### config.mk
export PLATFORM = sky130hd
export DESIGN_NAME = buddy_page_allocator_core
export DESIGN_NICKNAME = d
export VERILOG_FILES = /design/src/design/bpa_pkg.sv /design/src/design/bpa_bitmap.sv /design/src/design/bpa_seq.sv /design/src/design/buddy_page_allocator_core.sv
export VERILOG_INCLUDE_DIRS = /design/src /design/src/design
export SDC_FILE = /design/constraint.sdc
export NUM_CORES = 2
export LEC_CHECK = 0
export BUFFER_PORTS_ARGS = -buffer_cell sky130_fd_sc_hd__buf_2
export CAP_MARGIN = 10
export CELL_PAD_IN_SITES_DETAIL_PLACEMENT = 1
export CELL_PAD_IN_SITES_GLOBAL_PLACEMENT = 2
export CORE_MARGIN = 2
export CORE_UTILIZATION = 54
export CTS_CLUSTER_DIAMETER = 40
export DETAILED_ROUTE_END_ITERATION = 10
export MAX_ROUTING_LAYER = met4
export PLACE_DENSITY_LB_ADDON = 0.1
export SLEW_MARGIN = 20
export SYNTH_ARGS = -nofsm -noshare
export SYNTH_HDL_FRONTEND = slang
export SYNTH_SLANG_ARGS = --single-unit
### constraint.sdc
create_clock -name clk -period 11 [get_ports clk]
set_input_delay 2.2 -clock clk [delete_from_list [all_inputs] [get_ports clk]]
set_output_delay 2.2 -clock clk [all_outputs]
set_load 0.005 [all_outputs]
### src/design/buddy_page_allocator_core_defines.svh
// ----------------------------------------------------------------------------
// Buddy page allocator - assertion macros
// Shared property macros for the allocator checks, clocked on clk, held off
// while rst_n is low.
// ----------------------------------------------------------------------------
`ifndef BUDDY_PAGE_ALLOCATOR_CORE_DEFINES_SVH
`define BUDDY_PAGE_ALLOCATOR_CORE_DEFINES_SVH

// Same-cycle implication
`define BPA_ASSERT_NOW(lbl, ante, cons, msg) \
  lbl: assert property (@(posedge clk) disable iff (!rst_n) (ante) |-> (cons)) \
    else $error(msg);

// Next-cycle implication
`define BPA_ASSERT_NEXT(lbl, ante, cons, msg) \
  lbl: assert property (@(posedge clk) disable iff (!rst_n) (ante) |=> (cons)) \
    else $error(msg);

`endif

### src/design/bpa_pkg.sv
// ----------------------------------------------------------------------------
// bpa_pkg
// Types, codes and elaboration-time tables shared by the buddy allocator.
// ----------------------------------------------------------------------------
`default_nettype none

package bpa_pkg;

  // Defaults for the top-level parameters
  localparam int PAGES_DEF     = 1024;
  localparam int TOP_ORDER_DEF = 10;
  localparam int MAX_ORD       = 16;

  // Fixed field widths
  localparam int ACT_W    = 2;
  localparam int FRAME_W  = 10;
  localparam int ORDER_W  = 4;
  localparam int STATUS_W = 2;
  localparam int PCNT_W   = 11;
  localparam int IN_TDATA_W  = 16;
  localparam int OUT_TDATA_W = 16;

  localparam logic [PCNT_W-1:0] PCNT_RST = 11'd1024;

  // Bitmap word geometry
  localparam int WORD_W = 32;
  localparam int WSH    = 5;

  typedef enum logic [ACT_W-1:0] {
    ACT_INIT    = 2'd0,
    ACT_ALLOC   = 2'd1,
    ACT_FREE    = 2'd2,
    ACT_RESERVE = 2'd3
  } act_t;

  typedef enum logic [STATUS_W-1:0] {
    ST_OK       = 2'd0,
    ST_NO_MEM   = 2'd1,
    ST_BAD_ARG  = 2'd2,
    ST_NOT_FREE = 2'd3
  } status_t;

  // Bitmap unit operations
  typedef enum logic [1:0] {
    MOP_GET  = 2'd0,
    MOP_PUT  = 2'd1,
    MOP_WORD = 2'd2,
    MOP_CLR  = 2'd3
  } mop_t;

  typedef enum logic [1:0] {
    U_IDLE = 2'd0,
    U_RMW  = 2'd1,
    U_CLR  = 2'd2
  } ust_t;

  typedef enum logic [3:0] {
    S_CLEAR,
    S_IDLE,
    S_DISPATCH,
    S_CARVE,
    S_ALLOC_SCAN,
    S_ALLOC_TAKE,
    S_ALLOC_SPLIT,
    S_FREE_SET,
    S_MERGE_GET,
    S_MERGE_CLR_A,
    S_MERGE_CLR_B,
    S_RES_GET,
    S_RES_TAKE,
    S_RES_SPLIT,
    S_FINISH
  } seq_st_t;

  typedef struct packed {
    logic vld;
    mop_t op;
    logic val;
  } bpa_cmd_t;

  typedef struct packed {
    logic done;
    logic hit;
  } bpa_rsp_t;

  typedef logic [MAX_ORD:0][31:0] tbl_t;

  // Blocks per order
  function automatic tbl_t blocks_tbl(int pages);
    tbl_t t;
    for (int k = 0; k <= MAX_ORD; k++) begin
      t[k] = 32'(pages >> k);
    end
    return t;
  endfunction

  // Bitmap words per order
  function automatic tbl_t words_tbl(int pages);
    tbl_t t;
    for (int k = 0; k <= MAX_ORD; k++) begin
      t[k] = 32'(((pages >> k) + WORD_W - 1) >> WSH);
    end
    return t;
  endfunction

  // First word of each order's region
  function automatic tbl_t base_tbl(int pages);
    tbl_t t;
    int   acc;
    acc = 0;
    for (int k = 0; k <= MAX_ORD; k++) begin
      t[k] = 32'(acc);
      acc  = acc + (((pages >> k) + WORD_W - 1) >> WSH);
    end
    return t;
  endfunction

  // Position of the lowest set bit
  function automatic logic [WSH-1:0] lsb32(logic [WORD_W-1:0] w);
    logic [WSH-1:0] r;
    r = '0;
    for (int i = WORD_W - 1; i >= 0; i--) begin
      if (w[i]) r = WSH'(i);
    end
    return r;
  endfunction

endpackage

`default_nettype wire

### src/design/bpa_bitmap.sv
// ----------------------------------------------------------------------------
// bpa_bitmap
// Free bitmap store: one 32-bit word memory holding every order's map, with
// a read-modify-write bit unit, a word read and a full clearing sweep.
// ----------------------------------------------------------------------------
`default_nettype none

module bpa_bitmap
  import bpa_pkg::*;
#(
  parameter int PAGES     = PAGES_DEF,
  parameter int TOP_ORDER = TOP_ORDER_DEF
) (
  input  wire logic                         clk,
  input  wire logic                         rst_n,
  input  wire bpa_cmd_t                     cmd,
  input  wire logic [$clog2(TOP_ORDER+1)-1:0] k_in,
  input  wire logic [$clog2(PAGES)-1:0]     idx_in,
  output bpa_rsp_t                          rsp,
  output logic [WORD_W-1:0]                 word_out
);

  localparam tbl_t BLK_T  = blocks_tbl(PAGES);
  localparam tbl_t WRD_T  = words_tbl(PAGES);
  localparam tbl_t BASE_T = base_tbl(PAGES);
  localparam int   NWORDS = int'(BASE_T[TOP_ORDER]) + int'(WRD_T[TOP_ORDER]);
  localparam int   AW     = (NWORDS > 1) ? $clog2(NWORDS) : 1;

  logic [WORD_W-1:0] map_mem [NWORDS];

  ust_t              st_r, st_nxt;
  logic [AW-1:0]     addr_r, clr_r;
  logic [WSH-1:0]    bit_r;
  logic              inr_r, val_r;
  mop_t              op_r;
  logic [WORD_W-1:0] rdata_r;

  logic [AW-1:0]     addr_c;
  logic              inr_c;
  logic [4:0]        kx;
  logic              we;
  logic [AW-1:0]     waddr;
  logic [WORD_W-1:0] wdata;

  // Word address and range check for the incoming command
  always_comb begin
    kx = 5'(k_in);
    if (cmd.op == MOP_WORD) begin
      addr_c = AW'(BASE_T[kx] + 32'(idx_in));
    end else begin
      addr_c = AW'(BASE_T[kx] + (32'(idx_in) >> WSH));
    end
    inr_c = (32'(idx_in) < BLK_T[kx]);
  end

  // Next state
  always_comb begin
    st_nxt = st_r;
    case (st_r)
      U_IDLE: begin
        if (cmd.vld) st_nxt = (cmd.op == MOP_CLR) ? U_CLR : U_RMW;
      end
      U_RMW: st_nxt = U_IDLE;
      U_CLR: begin
        if (clr_r == AW'(NWORDS - 1)) st_nxt = U_IDLE;
      end
      default: st_nxt = U_IDLE;
    endcase
  end

  // Outputs
  always_comb begin
    we       = 1'b0;
    waddr    = addr_r;
    wdata    = rdata_r;
    rsp.done = 1'b0;
    rsp.hit  = inr_r & rdata_r[bit_r];
    word_out = rdata_r;
    case (st_r)
      U_RMW: begin
        rsp.done     = 1'b1;
        we           = (op_r == MOP_PUT) && inr_r;
        wdata[bit_r] = val_r;
      end
      U_CLR: begin
        we       = 1'b1;
        waddr    = clr_r;
        wdata    = '0;
        rsp.done = (clr_r == AW'(NWORDS - 1));
      end
      default: ;
    endcase
  end

  // Control registers
  always_ff @(posedge clk) begin
    if (!rst_n) begin
      st_r  <= U_IDLE;
      clr_r <= '0;
    end else begin
      st_r <= st_nxt;
      if (st_r == U_IDLE) clr_r <= '0;
      else if (st_r == U_CLR) clr_r <= clr_r + AW'(1);
    end
  end

  // Command capture
  always_ff @(posedge clk) begin
    if (st_r == U_IDLE && cmd.vld) begin
      addr_r <= addr_c;
      bit_r  <= idx_in[WSH-1:0] & {WSH{cmd.op != MOP_WORD}};
      inr_r  <= inr_c;
      op_r   <= cmd.op;
      val_r  <= cmd.val;
    end
  end

  // Memory: one write port, one registered read port
  always_ff @(posedge clk) begin
    if (we) map_mem[waddr] <= wdata;
    rdata_r <= map_mem[addr_c];
  end

endmodule

`default_nettype wire

### src/design/bpa_seq.sv
// ----------------------------------------------------------------------------
// bpa_seq
// Action sequencer: drives the bitmap unit through init carving, allocate
// scan and split, free and merge, and single-frame reserve.
// ----------------------------------------------------------------------------
`default_nettype none

module bpa_seq
  import bpa_pkg::*;
#(
  parameter int PAGES     = PAGES_DEF,
  parameter int TOP_ORDER = TOP_ORDER_DEF
) (
  input  wire logic                           clk,
  input  wire logic                           rst_n,
  input  wire logic                           start,
  input  wire logic [ACT_W-1:0]               act_in,
  input  wire logic [FRAME_W-1:0]             frame_in,
  input  wire logic [ORDER_W-1:0]             order_in,
  input  wire logic [PCNT_W-1:0]              page_count,
  input  wire logic                           out_free,
  output logic                                ready,
  output logic                                fin,
  output logic [STATUS_W-1:0]                 fin_status,
  output logic [FRAME_W-1:0]                  fin_frame,
  output bpa_cmd_t                            cmd,
  output logic [$clog2(TOP_ORDER+1)-1:0]      k_out,
  output logic [$clog2(PAGES)-1:0]            idx_out,
  input  wire bpa_rsp_t                       rsp,
  input  wire logic [WORD_W-1:0]              word_in
);

  localparam int   ORDW = $clog2(TOP_ORDER + 1);
  localparam int   IDXW = $clog2(PAGES);
  localparam int   PW   = $clog2(PAGES + 1);
  localparam tbl_t WRD_T = words_tbl(PAGES);
  localparam int   NW0  = int'(WRD_T[0]);
  localparam int   WW   = (NW0 > 1) ? $clog2(NW0) : 1;

  seq_st_t           st_r, st_nxt;
  logic              wait_r, carve_r;
  act_t              act_r;
  logic [FRAME_W-1:0] frm_r;
  logic [ORDER_W-1:0] ord_r;
  logic [ORDW-1:0]   k_r;
  logic [IDXW-1:0]   idx_r, base_r;
  logic [WW-1:0]     w_r;
  logic [PW-1:0]     rem_r, pos_r;
  status_t           status_r;
  logic [FRAME_W-1:0] granted_r;

  logic [31:0]       size_c;
  logic              rem_ge, w_ok, top_k, k_gt_ord, bad_free, misal;
  logic [IDXW-1:0]   res_idx;
  logic [ORDW-1:0]   k_dn;
  logic              done;

  assign done     = rsp.done;
  assign size_c   = 32'(1) << k_r;
  assign rem_ge   = 32'(rem_r) >= size_c;
  assign w_ok     = 32'(w_r) < WRD_T[5'(k_r)];
  assign top_k    = 32'(k_r) == 32'(TOP_ORDER);
  assign k_gt_ord = 32'(k_r) > 32'(ord_r);
  assign res_idx  = IDXW'(32'(frm_r) >> k_r);
  assign k_dn     = k_r - ORDW'(1);
  assign misal    = (32'(frm_r) & ((32'(1) << ord_r) - 32'(1))) != 32'(0);
  assign bad_free = (32'(ord_r) > 32'(TOP_ORDER)) || misal ||
                    (32'(frm_r) + (32'(1) << ord_r) > 32'(PAGES));

  assign ready      = (st_r == S_IDLE);
  assign fin        = (st_r == S_FINISH) && out_free;
  assign fin_status = status_r;
  assign fin_frame  = granted_r;

  // Next state
  always_comb begin
    st_nxt = st_r;
    case (st_r)
      S_CLEAR: if (done) st_nxt = carve_r ? S_CARVE : S_IDLE;
      S_IDLE: if (start) st_nxt = S_DISPATCH;
      S_DISPATCH: begin
        case (act_r)
          ACT_INIT:  st_nxt = S_CLEAR;
          ACT_ALLOC: st_nxt = (32'(ord_r) > 32'(TOP_ORDER)) ? S_FINISH : S_ALLOC_SCAN;
          ACT_FREE:  st_nxt = bad_free ? S_FINISH : S_FREE_SET;
          default:   st_nxt = (32'(frm_r) >= 32'(PAGES)) ? S_FINISH : S_RES_GET;
        endcase
      end
      S_CARVE: begin
        if (!rem_ge && k_r == '0) st_nxt = S_FINISH;
      end
      S_ALLOC_SCAN: begin
        if (!w_ok) begin
          if (top_k) st_nxt = S_FINISH;
        end else if (done) begin
          if (word_in != '0) st_nxt = S_ALLOC_TAKE;
          else if (32'(w_r) + 32'(1) >= WRD_T[5'(k_r)] && top_k) st_nxt = S_FINISH;
        end
      end
      S_ALLOC_TAKE:  if (done) st_nxt = S_ALLOC_SPLIT;
      S_ALLOC_SPLIT: if (!k_gt_ord) st_nxt = S_FINISH;
      S_FREE_SET:    if (done) st_nxt = S_MERGE_GET;
      S_MERGE_GET: begin
        if (top_k) st_nxt = S_FINISH;
        else if (done) st_nxt = rsp.hit ? S_MERGE_CLR_A : S_FINISH;
      end
      S_MERGE_CLR_A: if (done) st_nxt = S_MERGE_CLR_B;
      S_MERGE_CLR_B: if (done) st_nxt = S_FREE_SET;
      S_RES_GET: begin
        if (done) begin
          if (rsp.hit) st_nxt = S_RES_TAKE;
          else if (k_r == '0) st_nxt = S_FINISH;
        end
      end
      S_RES_TAKE:  if (done) st_nxt = S_RES_SPLIT;
      S_RES_SPLIT: if (k_r == '0) st_nxt = S_FINISH;
      S_FINISH:    if (out_free) st_nxt = S_IDLE;
      default:     st_nxt = S_IDLE;
    endcase
  end

  // Bitmap commands
  always_comb begin
    cmd.vld = 1'b0;
    cmd.op  = MOP_GET;
    cmd.val = 1'b0;
    k_out   = k_r;
    idx_out = idx_r;
    case (st_r)
      S_CLEAR: begin
        cmd.vld = !wait_r;
        cmd.op  = MOP_CLR;
      end
      S_CARVE: begin
        cmd.vld = !wait_r && rem_ge;
        cmd.op  = MOP_PUT;
        cmd.val = 1'b1;
        idx_out = IDXW'(32'(pos_r) >> k_r);
      end
      S_ALLOC_SCAN: begin
        cmd.vld = !wait_r && w_ok;
        cmd.op  = MOP_WORD;
        idx_out = IDXW'(w_r);
      end
      S_ALLOC_TAKE: begin
        cmd.vld = !wait_r;
        cmd.op  = MOP_PUT;
      end
      S_ALLOC_SPLIT: begin
        cmd.vld = !wait_r && k_gt_ord;
        cmd.op  = MOP_PUT;
        cmd.val = 1'b1;
        k_out   = k_dn;
        idx_out = IDXW'((32'(base_r) >> k_dn) + 32'(1));
      end
      S_FREE_SET: begin
        cmd.vld = !wait_r;
        cmd.op  = MOP_PUT;
        cmd.val = 1'b1;
      end
      S_MERGE_GET: begin
        cmd.vld = !wait_r && !top_k;
        idx_out = idx_r ^ IDXW'(1);
      end
      S_MERGE_CLR_A: begin
        cmd.vld = !wait_r;
        cmd.op  = MOP_PUT;
      end
      S_MERGE_CLR_B: begin
        cmd.vld = !wait_r;
        cmd.op  = MOP_PUT;
        idx_out = idx_r ^ IDXW'(1);
      end
      S_RES_GET: begin
        cmd.vld = !wait_r;
        idx_out = res_idx;
      end
      S_RES_TAKE: begin
        cmd.vld = !wait_r;
        cmd.op  = MOP_PUT;
        idx_out = res_idx;
      end
      S_RES_SPLIT: begin
        cmd.vld = !wait_r && (k_r != '0);
        cmd.op  = MOP_PUT;
        cmd.val = 1'b1;
        k_out   = k_dn;
        idx_out = IDXW'(32'(frm_r) >> k_dn) ^ IDXW'(1);
      end
      default: ;
    endcase
  end

  // Control registers
  always_ff @(posedge clk) begin
    if (!rst_n) begin
      st_r    <= S_CLEAR;
      wait_r  <= 1'b0;
      carve_r <= 1'b0;
    end else begin
      st_r <= st_nxt;
      if (cmd.vld) wait_r <= 1'b1;
      else if (done) wait_r <= 1'b0;
      if (st_r == S_DISPATCH && act_r == ACT_INIT) carve_r <= 1'b1;
      else if (st_r == S_CARVE && !rem_ge && k_r == '0) carve_r <= 1'b0;
    end
  end

  // Working registers
  always_ff @(posedge clk) begin
    case (st_r)
      S_IDLE: begin
        if (start) begin
          act_r <= act_t'(act_in);
          frm_r <= frame_in;
          ord_r <= order_in;
        end
      end
      S_DISPATCH: begin
        status_r  <= ST_OK;
        granted_r <= '0;
        case (act_r)
          ACT_INIT: begin
            rem_r <= (32'(page_count) > 32'(PAGES)) ? PW'(PAGES) : PW'(page_count);
            pos_r <= '0;
            k_r   <= ORDW'(TOP_ORDER);
          end
          ACT_ALLOC: begin
            if (32'(ord_r) > 32'(TOP_ORDER)) status_r <= ST_BAD_ARG;
            k_r <= ORDW'(ord_r);
            w_r <= '0;
          end
          ACT_FREE: begin
            if (bad_free) status_r <= ST_BAD_ARG;
            k_r   <= ORDW'(ord_r);
            idx_r <= IDXW'(32'(frm_r) >> ord_r);
          end
          default: begin
            if (32'(frm_r) >= 32'(PAGES)) status_r <= ST_BAD_ARG;
            k_r <= ORDW'(TOP_ORDER);
          end
        endcase
      end
      S_CARVE: begin
        if (rem_ge) begin
          if (done) begin
            rem_r <= PW'(32'(rem_r) - size_c);
            pos_r <= PW'(32'(pos_r) + size_c);
          end
        end else if (k_r != '0) begin
          k_r <= k_dn;
        end
      end
      S_ALLOC_SCAN: begin
        if (!w_ok) begin
          if (top_k) status_r <= ST_NO_MEM;
          else begin
            k_r <= k_r + ORDW'(1);
            w_r <= '0;
          end
        end else if (done) begin
          if (word_in != '0) begin
            idx_r <= IDXW'({w_r, lsb32(word_in)});
          end else if (32'(w_r) + 32'(1) >= WRD_T[5'(k_r)]) begin
            if (top_k) status_r <= ST_NO_MEM;
            else begin
              k_r <= k_r + ORDW'(1);
              w_r <= '0;
            end
          end else begin
            w_r <= w_r + WW'(1);
          end
        end
      end
      S_ALLOC_TAKE: if (done) base_r <= IDXW'(32'(idx_r) << k_r);
      S_ALLOC_SPLIT: begin
        if (!k_gt_ord) granted_r <= FRAME_W'(32'(base_r));
        else if (done) k_r <= k_dn;
      end
      S_MERGE_CLR_B: begin
        if (done) begin
          k_r   <= k_r + ORDW'(1);
          idx_r <= idx_r >> 1;
        end
      end
      S_RES_GET: begin
        if (done && !rsp.hit) begin
          if (k_r == '0) status_r <= ST_NOT_FREE;
          else k_r <= k_dn;
        end
      end
      S_RES_SPLIT: begin
        if (k_r == '0) granted_r <= frm_r;
        else if (done) k_r <= k_dn;
      end
      default: ;
    endcase
  end

endmodule

`default_nettype wire

### src/design/buddy_page_allocator_core.sv
// Buddy page allocator over PAGES frames, one free bit per block per order.
// Input channel (in_*): one request per transaction: init, allocate, free or
// reserve a single frame. Result channel (out_*): exactly one status/frame
// transaction per request, in request order. Config channel (cfg_*): writes
// page_count, always ready; write it only while no request is in flight.
// One request is worked at a time; in_tready is low from acceptance until the
// sequencer is back to idle. Each bitmap access goes through the single map
// memory port. Allocate: scans bitmap words (up to ceil(PAGES/32) words at
// order 0, fewer higher up), then one access per split. Free: sets the
// block's bit, then per merge level probes the buddy and clears both bits.
// Reserve: one probe per order, then one access per split. Init: a full map
// sweep (one word per cycle, 68 words at PAGES=1024), then one write per
// carved block and a step down per order. After reset the map is swept
// clear (same length as the init sweep) before in_tready rises. A result
// waits in the output register while out_tready is low; the next request may
// be accepted meanwhile, but it cannot finish until that register is free.
// ----------------------------------------------------------------------------
// buddy_page_allocator_core
// Top level: stream ports, config register, result register, sequencer and
// bitmap store.
// ----------------------------------------------------------------------------
`default_nettype none
`include "buddy_page_allocator_core_defines.svh"

module buddy_page_allocator_core
  import bpa_pkg::*;
#(
  parameter int PAGES     = PAGES_DEF,
  parameter int TOP_ORDER = TOP_ORDER_DEF
) (
  input  wire logic                   clk,
  input  wire logic                   rst_n,
  // in_tdata: action [1:0], frame_number [11:2], block_order [15:12]
  input  wire logic                   in_tvalid,
  output logic                        in_tready,
  input  wire logic [IN_TDATA_W-1:0]  in_tdata,
  // out_tdata: status [1:0], granted_frame [11:2], zero [15:12]
  output logic                        out_tvalid,
  input  wire logic                   out_tready,
  output logic [OUT_TDATA_W-1:0]      out_tdata,
  // cfg_data: page_count
  input  wire logic                   cfg_valid,
  output logic                        cfg_ready,
  input  wire logic [PCNT_W-1:0]      cfg_data
);

  localparam int ORDW = $clog2(TOP_ORDER + 1);
  localparam int IDXW = $clog2(PAGES);

  logic [PCNT_W-1:0]   page_count_r;
  logic                out_valid_r;
  logic [STATUS_W-1:0] out_status_r;
  logic [FRAME_W-1:0]  out_frame_r;

  logic                start, out_free, seq_ready, fin;
  logic [STATUS_W-1:0] fin_status;
  logic [FRAME_W-1:0]  fin_frame;
  bpa_cmd_t            cmd;
  bpa_rsp_t            rsp;
  logic [ORDW-1:0]     k_sel;
  logic [IDXW-1:0]     idx_sel;
  logic [WORD_W-1:0]   word;

  assign in_tready  = seq_ready;
  assign start      = in_tvalid && seq_ready;
  assign out_free   = !out_valid_r || out_tready;
  assign cfg_ready  = 1'b1;
  assign out_tvalid = out_valid_r;
  assign out_tdata  = {{(OUT_TDATA_W - STATUS_W - FRAME_W){1'b0}}, out_frame_r, out_status_r};

  // Config register
  always_ff @(posedge clk) begin
    if (!rst_n) begin
      page_count_r <= PCNT_RST;
    end else if (cfg_valid) begin
      page_count_r <= cfg_data;
    end
  end

  // Result register
  always_ff @(posedge clk) begin
    if (!rst_n) begin
      out_valid_r <= 1'b0;
    end else if (fin) begin
      out_valid_r <= 1'b1;
    end else if (out_tready) begin
      out_valid_r <= 1'b0;
    end
  end

  always_ff @(posedge clk) begin
    if (fin) begin
      out_status_r <= fin_status;
      out_frame_r  <= fin_frame;
    end
  end

  bpa_seq #(
    .PAGES     (PAGES),
    .TOP_ORDER (TOP_ORDER)
  ) u_seq (
    .clk        (clk),
    .rst_n      (rst_n),
    .start      (start),
    .act_in     (in_tdata[1:0]),
    .frame_in   (in_tdata[11:2]),
    .order_in   (in_tdata[15:12]),
    .page_count (page_count_r),
    .out_free   (out_free),
    .ready      (seq_ready),
    .fin        (fin),
    .fin_status (fin_status),
    .fin_frame  (fin_frame),
    .cmd        (cmd),
    .k_out      (k_sel),
    .idx_out    (idx_sel),
    .rsp        (rsp),
    .word_in    (word)
  );

  bpa_bitmap #(
    .PAGES     (PAGES),
    .TOP_ORDER (TOP_ORDER)
  ) u_bitmap (
    .clk      (clk),
    .rst_n    (rst_n),
    .cmd      (cmd),
    .k_in     (k_sel),
    .idx_in   (idx_sel),
    .rsp      (rsp),
    .word_out (word)
  );

  // Checks
  `BPA_ASSERT_NEXT(a_busy_after_accept, in_tvalid && in_tready, !in_tready, "ready right after accept")
  `BPA_ASSERT_NOW(a_fin_slot_free, fin, !out_valid_r || out_tready, "result overwrites pending result")
  `BPA_ASSERT_NOW(a_fail_zero_frame, out_tvalid && out_tdata[1:0] != ST_OK, out_tdata[11:2] == '0, "failed result carries a frame")

endmodule

`default_nettype wire
Word level (Yosys, flattened, before mapping)
Memories as Yosys holds them, arrays and structs flattened. A register that Yosys moved wholly into a read port is not among the register bits.
Cells that the tools add are included.
Cells by class
  add/sub/neg operators: 12
  magnitude comparators: 12
  equal/unequal tests: 59
  shift operators: 8
  multiplexer cells: 140
  bitwise logic cells: 6
  reductions and logical operators: 58
Operator list (number)
  $mux 5: 38
  $mux 4: 38
  $mux 11: 7
  $mux 10: 7
  $mux 32: 2
  $pmux 32 s2: 1
  $reduce_bool 32->1: 2
  $shl 1x4->32 const A: 2
  $pmux 10 s3: 2
  $pmux 10 s6: 1
  $pmux 4 s15: 1
  $pmux 11 s2: 2
  $ne 2x1->1 const B: 20
  $shr 10x4->10: 4
  $add 10x32->32: 1
  $and 10x32->32: 1
  $bwmux 32: 1
  $eq 4x4->1 const B: 8
  $ge 11x32->1: 1
  $ge 32x32->1: 1
  $gt 32x11->1 const B: 1
  $lt 10x32->1: 1
  $lt 5x32->1: 1
  $sub 32x1->32 const B: 1
  63 further kinds: 151
Word-level totals
  register bits after elaboration: 134
  memory bits (writable): 2176
  memory bits (read-only): 1536
  input port bits: 32
  output and inout bits: 19
  logic and storage cells: 324
  memories kept: 4
Memories
  u_bitmap.map_mem: depth 68, bits a word 32, rd ports 1, clocked after Yosys merged registers in 1, wr ports 1, RTL line bpa_bitmap.sv:29  | logic [WORD_W-1:0] map_mem [NWORDS];
  (no name shown): depth 16, bits a word 32, rd ports 1, clocked after Yosys merged registers in 1, wr ports 0, RTL line bpa_seq.sv:61  | assign w_ok = 32'(w_r) < WRD_T[5'(k_r)];
  (no name shown): depth 16, bits a word 32, rd ports 1, clocked after Yosys merged registers in 0, wr ports 0, RTL line bpa_bitmap.sv:49  | addr_c = AW'(BASE_T[kx] + 32'(idx_in));
  (no name shown): depth 16, bits a word 32, rd ports 1, clocked after Yosys merged registers in 0, wr ports 0, RTL line bpa_bitmap.sv:53  | inr_c = (32'(idx_in) < BLK_T[kx]);

Longest topological paths before layout
  word-level depth: 36
  gate-level depth with buffers: 26
  gate-level depth less buffers: 20

Modules after synthesis
From an unflattened synthesis, not the netlist that was laid out.
Unflattened totals
  cell total of the unflattened synthesis: 5228
  area total of the unflattened synthesis: 97546.1 µm²
Modules (own cells, without submodules)
  bpa_bitmap: instances 1, cells an instance 4070, area an instance 87415.1 µm², sequential area each 66643.9 µm²
  bpa_seq: instances 1, cells an instance 1099, area an instance 9270.1 µm², sequential area each 2612.5 µm²
  buddy_page_allocator_core: instances 1, cells an instance 59, area an instance 860.8 µm², sequential area each 600.6 µm²

Least setup slack after synthesis
OpenSTA, ideal clock, no wires.
  path kind: register to register
  start point: register u_seq.k_r[0]
  end point: register u_bitmap.rdata_r[0], in the netlist u_bitmap.word_out[0] (read register of u_bitmap.map_mem)
  library setup time: 0.121 ns
  arrival: 6.715 ns
  data required time: 10.879 ns
  setup slack: 4.165 ns
  stages on the path, launching flop included: 25
  buffers on the path: 10
  clock period less this slack: 6.835 ns
  cell sequence: edfxtp_1 buf_2 buf_2 inv_1 buf_1 ha_1 buf_2 clkbuf_1 clkbuf_1 nand2_1 o21bai_1 ha_1 nand3_1 o31ai_1 a221oi_1 a21o_1 fa_1 clkbuf_1 clkbuf_1 clkbuf_1 buf_1 mux4_2 mux4_2 mux4_2 mux2_2
On the way
  longest elaborated chain between the ends: 6
  elaborated cells on any way between the ends: 14
  those cells by class: 4 x add/sub; 4 x shift; 4 x mux; 1 x bitwise; 1 x memory
RTL lines
  start: declaration: RTL line bpa_seq.sv:45  | logic [ORDW-1:0] k_r;
  start signal: assignment: RTL line bpa_seq.sv:226  | k_r <= ORDW'(TOP_ORDER);
  start signal: assignment: RTL line bpa_seq.sv:230  | k_r <= ORDW'(ord_r);
  start signal: assignment: RTL line bpa_seq.sv:235  | k_r <= ORDW'(ord_r);
  $sub 4x1->4: RTL line bpa_seq.sv:65  | assign k_dn = k_r - ORDW'(1);
  $shr 10x4->10 (tied with other cells): RTL line bpa_seq.sv:154  | idx_out = IDXW'((32'(base_r) >> k_dn) + 32'(1));
  $add 10x1->10 (tied with other cells): RTL line bpa_seq.sv:154
  $pmux 10 s6 / $mux 7 (equally long branches): RTL line bpa_seq.sv:129, bpa_bitmap.sv:49
  $add 7x5->7 / $add 7x7->7 (equally long branches): RTL line bpa_bitmap.sv:51, bpa_bitmap.sv:49
  $mux 7 *: RTL line bpa_bitmap.sv:48  | if (cmd.op == MOP_WORD) begin
  end: declaration: RTL line bpa_bitmap.sv:36  | logic [WORD_W-1:0] rdata_r;
Mark *: on every way between the ends. The rest lies on a longest branch, timed or not. The select of a mux whose other input is x is not followed.
A chain may end at the register's enable or synchronous reset.

Final worst setup path
  start point: register u_seq.k_r[1]
  end point: register u_bitmap.rdata_r[1], in the netlist u_bitmap.word_out[1] (read register of u_bitmap.map_mem)
Same word-level chain as after synthesis.

==> reports/results.ini <==
[clock_network]
cts_num_sinks=2348
cts_root_buf=clkbuf_16
clockBufferDepth=4
cts.clk_slew.worst_paths_ns=0.06
cts_setup_buffers=0
clk_latency_ns=0.94
cts.htree.levels=5
cts_tree=built
cts_made_buffers=319
cts_resized=0
ctsHoldBuffers=0

[finish]
finish.utilization_pct=62.6
layout-drive-gt1-share_pct=30.3
fin_nets=5189
stdcell_count=7676
area_growth_pct=15.4
final_common_cell=edfxtp_1
layout_common_cells=2283 x edfxtp_1, 726 x mux4_2, 325 x clkbuf_16

[yosys]
yosysWarnings=0
syn_area_um2=96400
synth_top_area_cell=edfxtp_1
ys_ff_latch=2348
ys_top_cells_by_area=edfxtp_1 71%, mux4_2 17%, dfxtp_1 1.3%, ha_1 1.1%, nand2_1 0.86%
ys_seq_area_share_pct=72.5
async_flop_share_pct=0
avgSynthCellArea_um2=20.1
synth_edf_count=2283
synth_cells=4794
yosys_most_used_dff=edfxtp_1
synth_top_area_share_pct=71.1
synth_cell_types=81

[global_route]
grt_pass1_vias=52400
grt_remaining_overflow=0
grt_max_degree=117
grt_pass1_wl_mm=403
antenna_found_initial=16
grt.total_usage_pct=33.0

[timing]
setup_viol=0
fmax_ghz=0.121
rsz0062_at_grt=false
hold_viol=0
tightestPinTransition_ns=1.17
fin_hold_ws_ns=0.415
timing.setup.tns_ns=0
slew_headroom_pct=21.4
post-route-min-period_ns=8.27
clock_skew_ns=0.0550
finalCritPeriodShare_pct=75.2
drv_slew=0

[setup_path]
r2r_cells=18
crit_chain=buf_4, clkinv_1, ha_1, xor2_1, nand2_1, a21oi_1, o21bai_1, ha_1, nand3_1, o31ai_1, a221oi_1, a21o_1, fa_4, buf_12, mux4_2, mux4_2, mux4_2, mux2_2
required_ns=11.83
cp_num_cells=18
cp_max_fo=116
critPathKind=reg2reg
end_kind=flop
startpoint_type=flop
cp_common_cell=mux4_2
path_buf_inv=3
cpPeakStageDelay_ns=1.34
cp_slowest_cell=fa_4
cp.arrival_ns=9.10
cp_top_family=adder cells

[floorplanning]
fp.dieW_um=427
die_h_um=427
ios=51
dieArea_um2=182000
core_area_um2=178000
rows=155
initial_core_util_pct=54.2

[routing]
top_layer_used=met4
wl_met2_mm=138
wire_per_inst_um=37.3
wl_met3_mm=26.3
viasPerCell=6.74
drt_first_pass_iters=8
drt_wl_total_mm=286
num_vias=51700
ant_nets=0
wl_met1_mm=111
drt_iter0_markers=6962
drc_errors=0

[placed_design]
dp_hpwl_mm=161
io_buffers=45
place_inst=7100
gp_congestion=0.928

[flow_run]
drv_cap=0

[min_path]
min_path_cells=0
hp-class=reg2reg

[run_status]
outcome=finished, final reports clean

-- area by class of cell --
type	count	area, um^2
Sequential cell	2348	69900
Fill cell	14500	66500
Multi-Input combinational cell	2110	26200
Clock buffer	367	8300
Tap cell	2355	2950
Clock inverter	191	1970
Timing Repair Buffer	209	1660
Inverter	79	297
Antenna cell	17	42.5
-- kinds of logic after synthesis --
kind of cell,share of synthesized area (%)
muxes,18.2
buffers and inverters,1.38
and+or+nand+nor,3.40
AOI/OAI and AO/OA,3.00
DFF,72.5
xor gates and xnor gates,0.391
other,0.00779
adders and majority gates,1.20
-- cell usage after synthesis, types with 41 or more instances --
library cell,n
buf_1,51
edfxtp_1,2283
nor2_1,191
a21oi_1,85
inv_1,73
ha_1,86
nand3_1,57
clkbuf_1,177
o21ai_0,147
mux4_2,726
mux2i_1,69
mux2_2,41
nand2_1,222
dfxtp_1,65
-- worst register-to-register path, delay by kind of cell, from the launching register on --
kind                       cells  cell delay (ns)
adders and majority gates      3             2.19
muxes                          4             2.06
buffers and inverters          3             1.58
AOI/OAI and AO/OA              5             1.25
xor gates and xnor gates       1             0.57
DFF                            1             0.33
and+or+nand+nor                2             0.23
-- per-stage QoR --
step                      setup slack, ns  area [um^2]
after detailed placement             2.77       101000
after global placement               2.85       101000
after floorplan                      4.16        96400
after global routing                 2.30       111000
after CTS                            2.80       111000
final                                2.73       111000
-- final timing paths --
| kind | startpoint | endpoint | slack (ns) |
|---|---|---|---|
| worst max-delay path | u_seq.k_r[1] | u_bitmap.word_out[1] | 2.73 |
| worst min-delay path | u_seq.fin_frame[1] | out_frame_r[1] | 0.42 |
| worst max register to register | u_seq.k_r[1] | u_bitmap.word_out[1] | 2.73 |
| worst min register to register | u_seq.fin_frame[1] | out_frame_r[1] | 0.42 |
-- flip-flops by register name (all words and copies together) (netlist names), 10 cells and up, named ones only --
register / cells
u_seq.pos_r: 11
u_bitmap.word_out: 32
out_frame_r: 10
page_count_r: 11
u_seq.frm_r: 10
u_seq.fin_frame: 10
u_bitmap.map_mem: 2176
u_seq.idx_r: 10
u_seq.rem_r: 11
u_seq.base_r: 10
-- per-layer routing --
| layer | vias up | global-route usage [%] |
|---|---|---|
| met5 | - | - |
| met4 | 0 | 12.2 |
| met3 | 556 | 6.10 |
| met2 | 2861 | 50.4 |
| met1 | 27700 | 44.8 |
| li1 | 20600 | - |
Power is not shown: default switching activity piles up to over one toggle a cycle in this logic, so the estimate is an artifact.
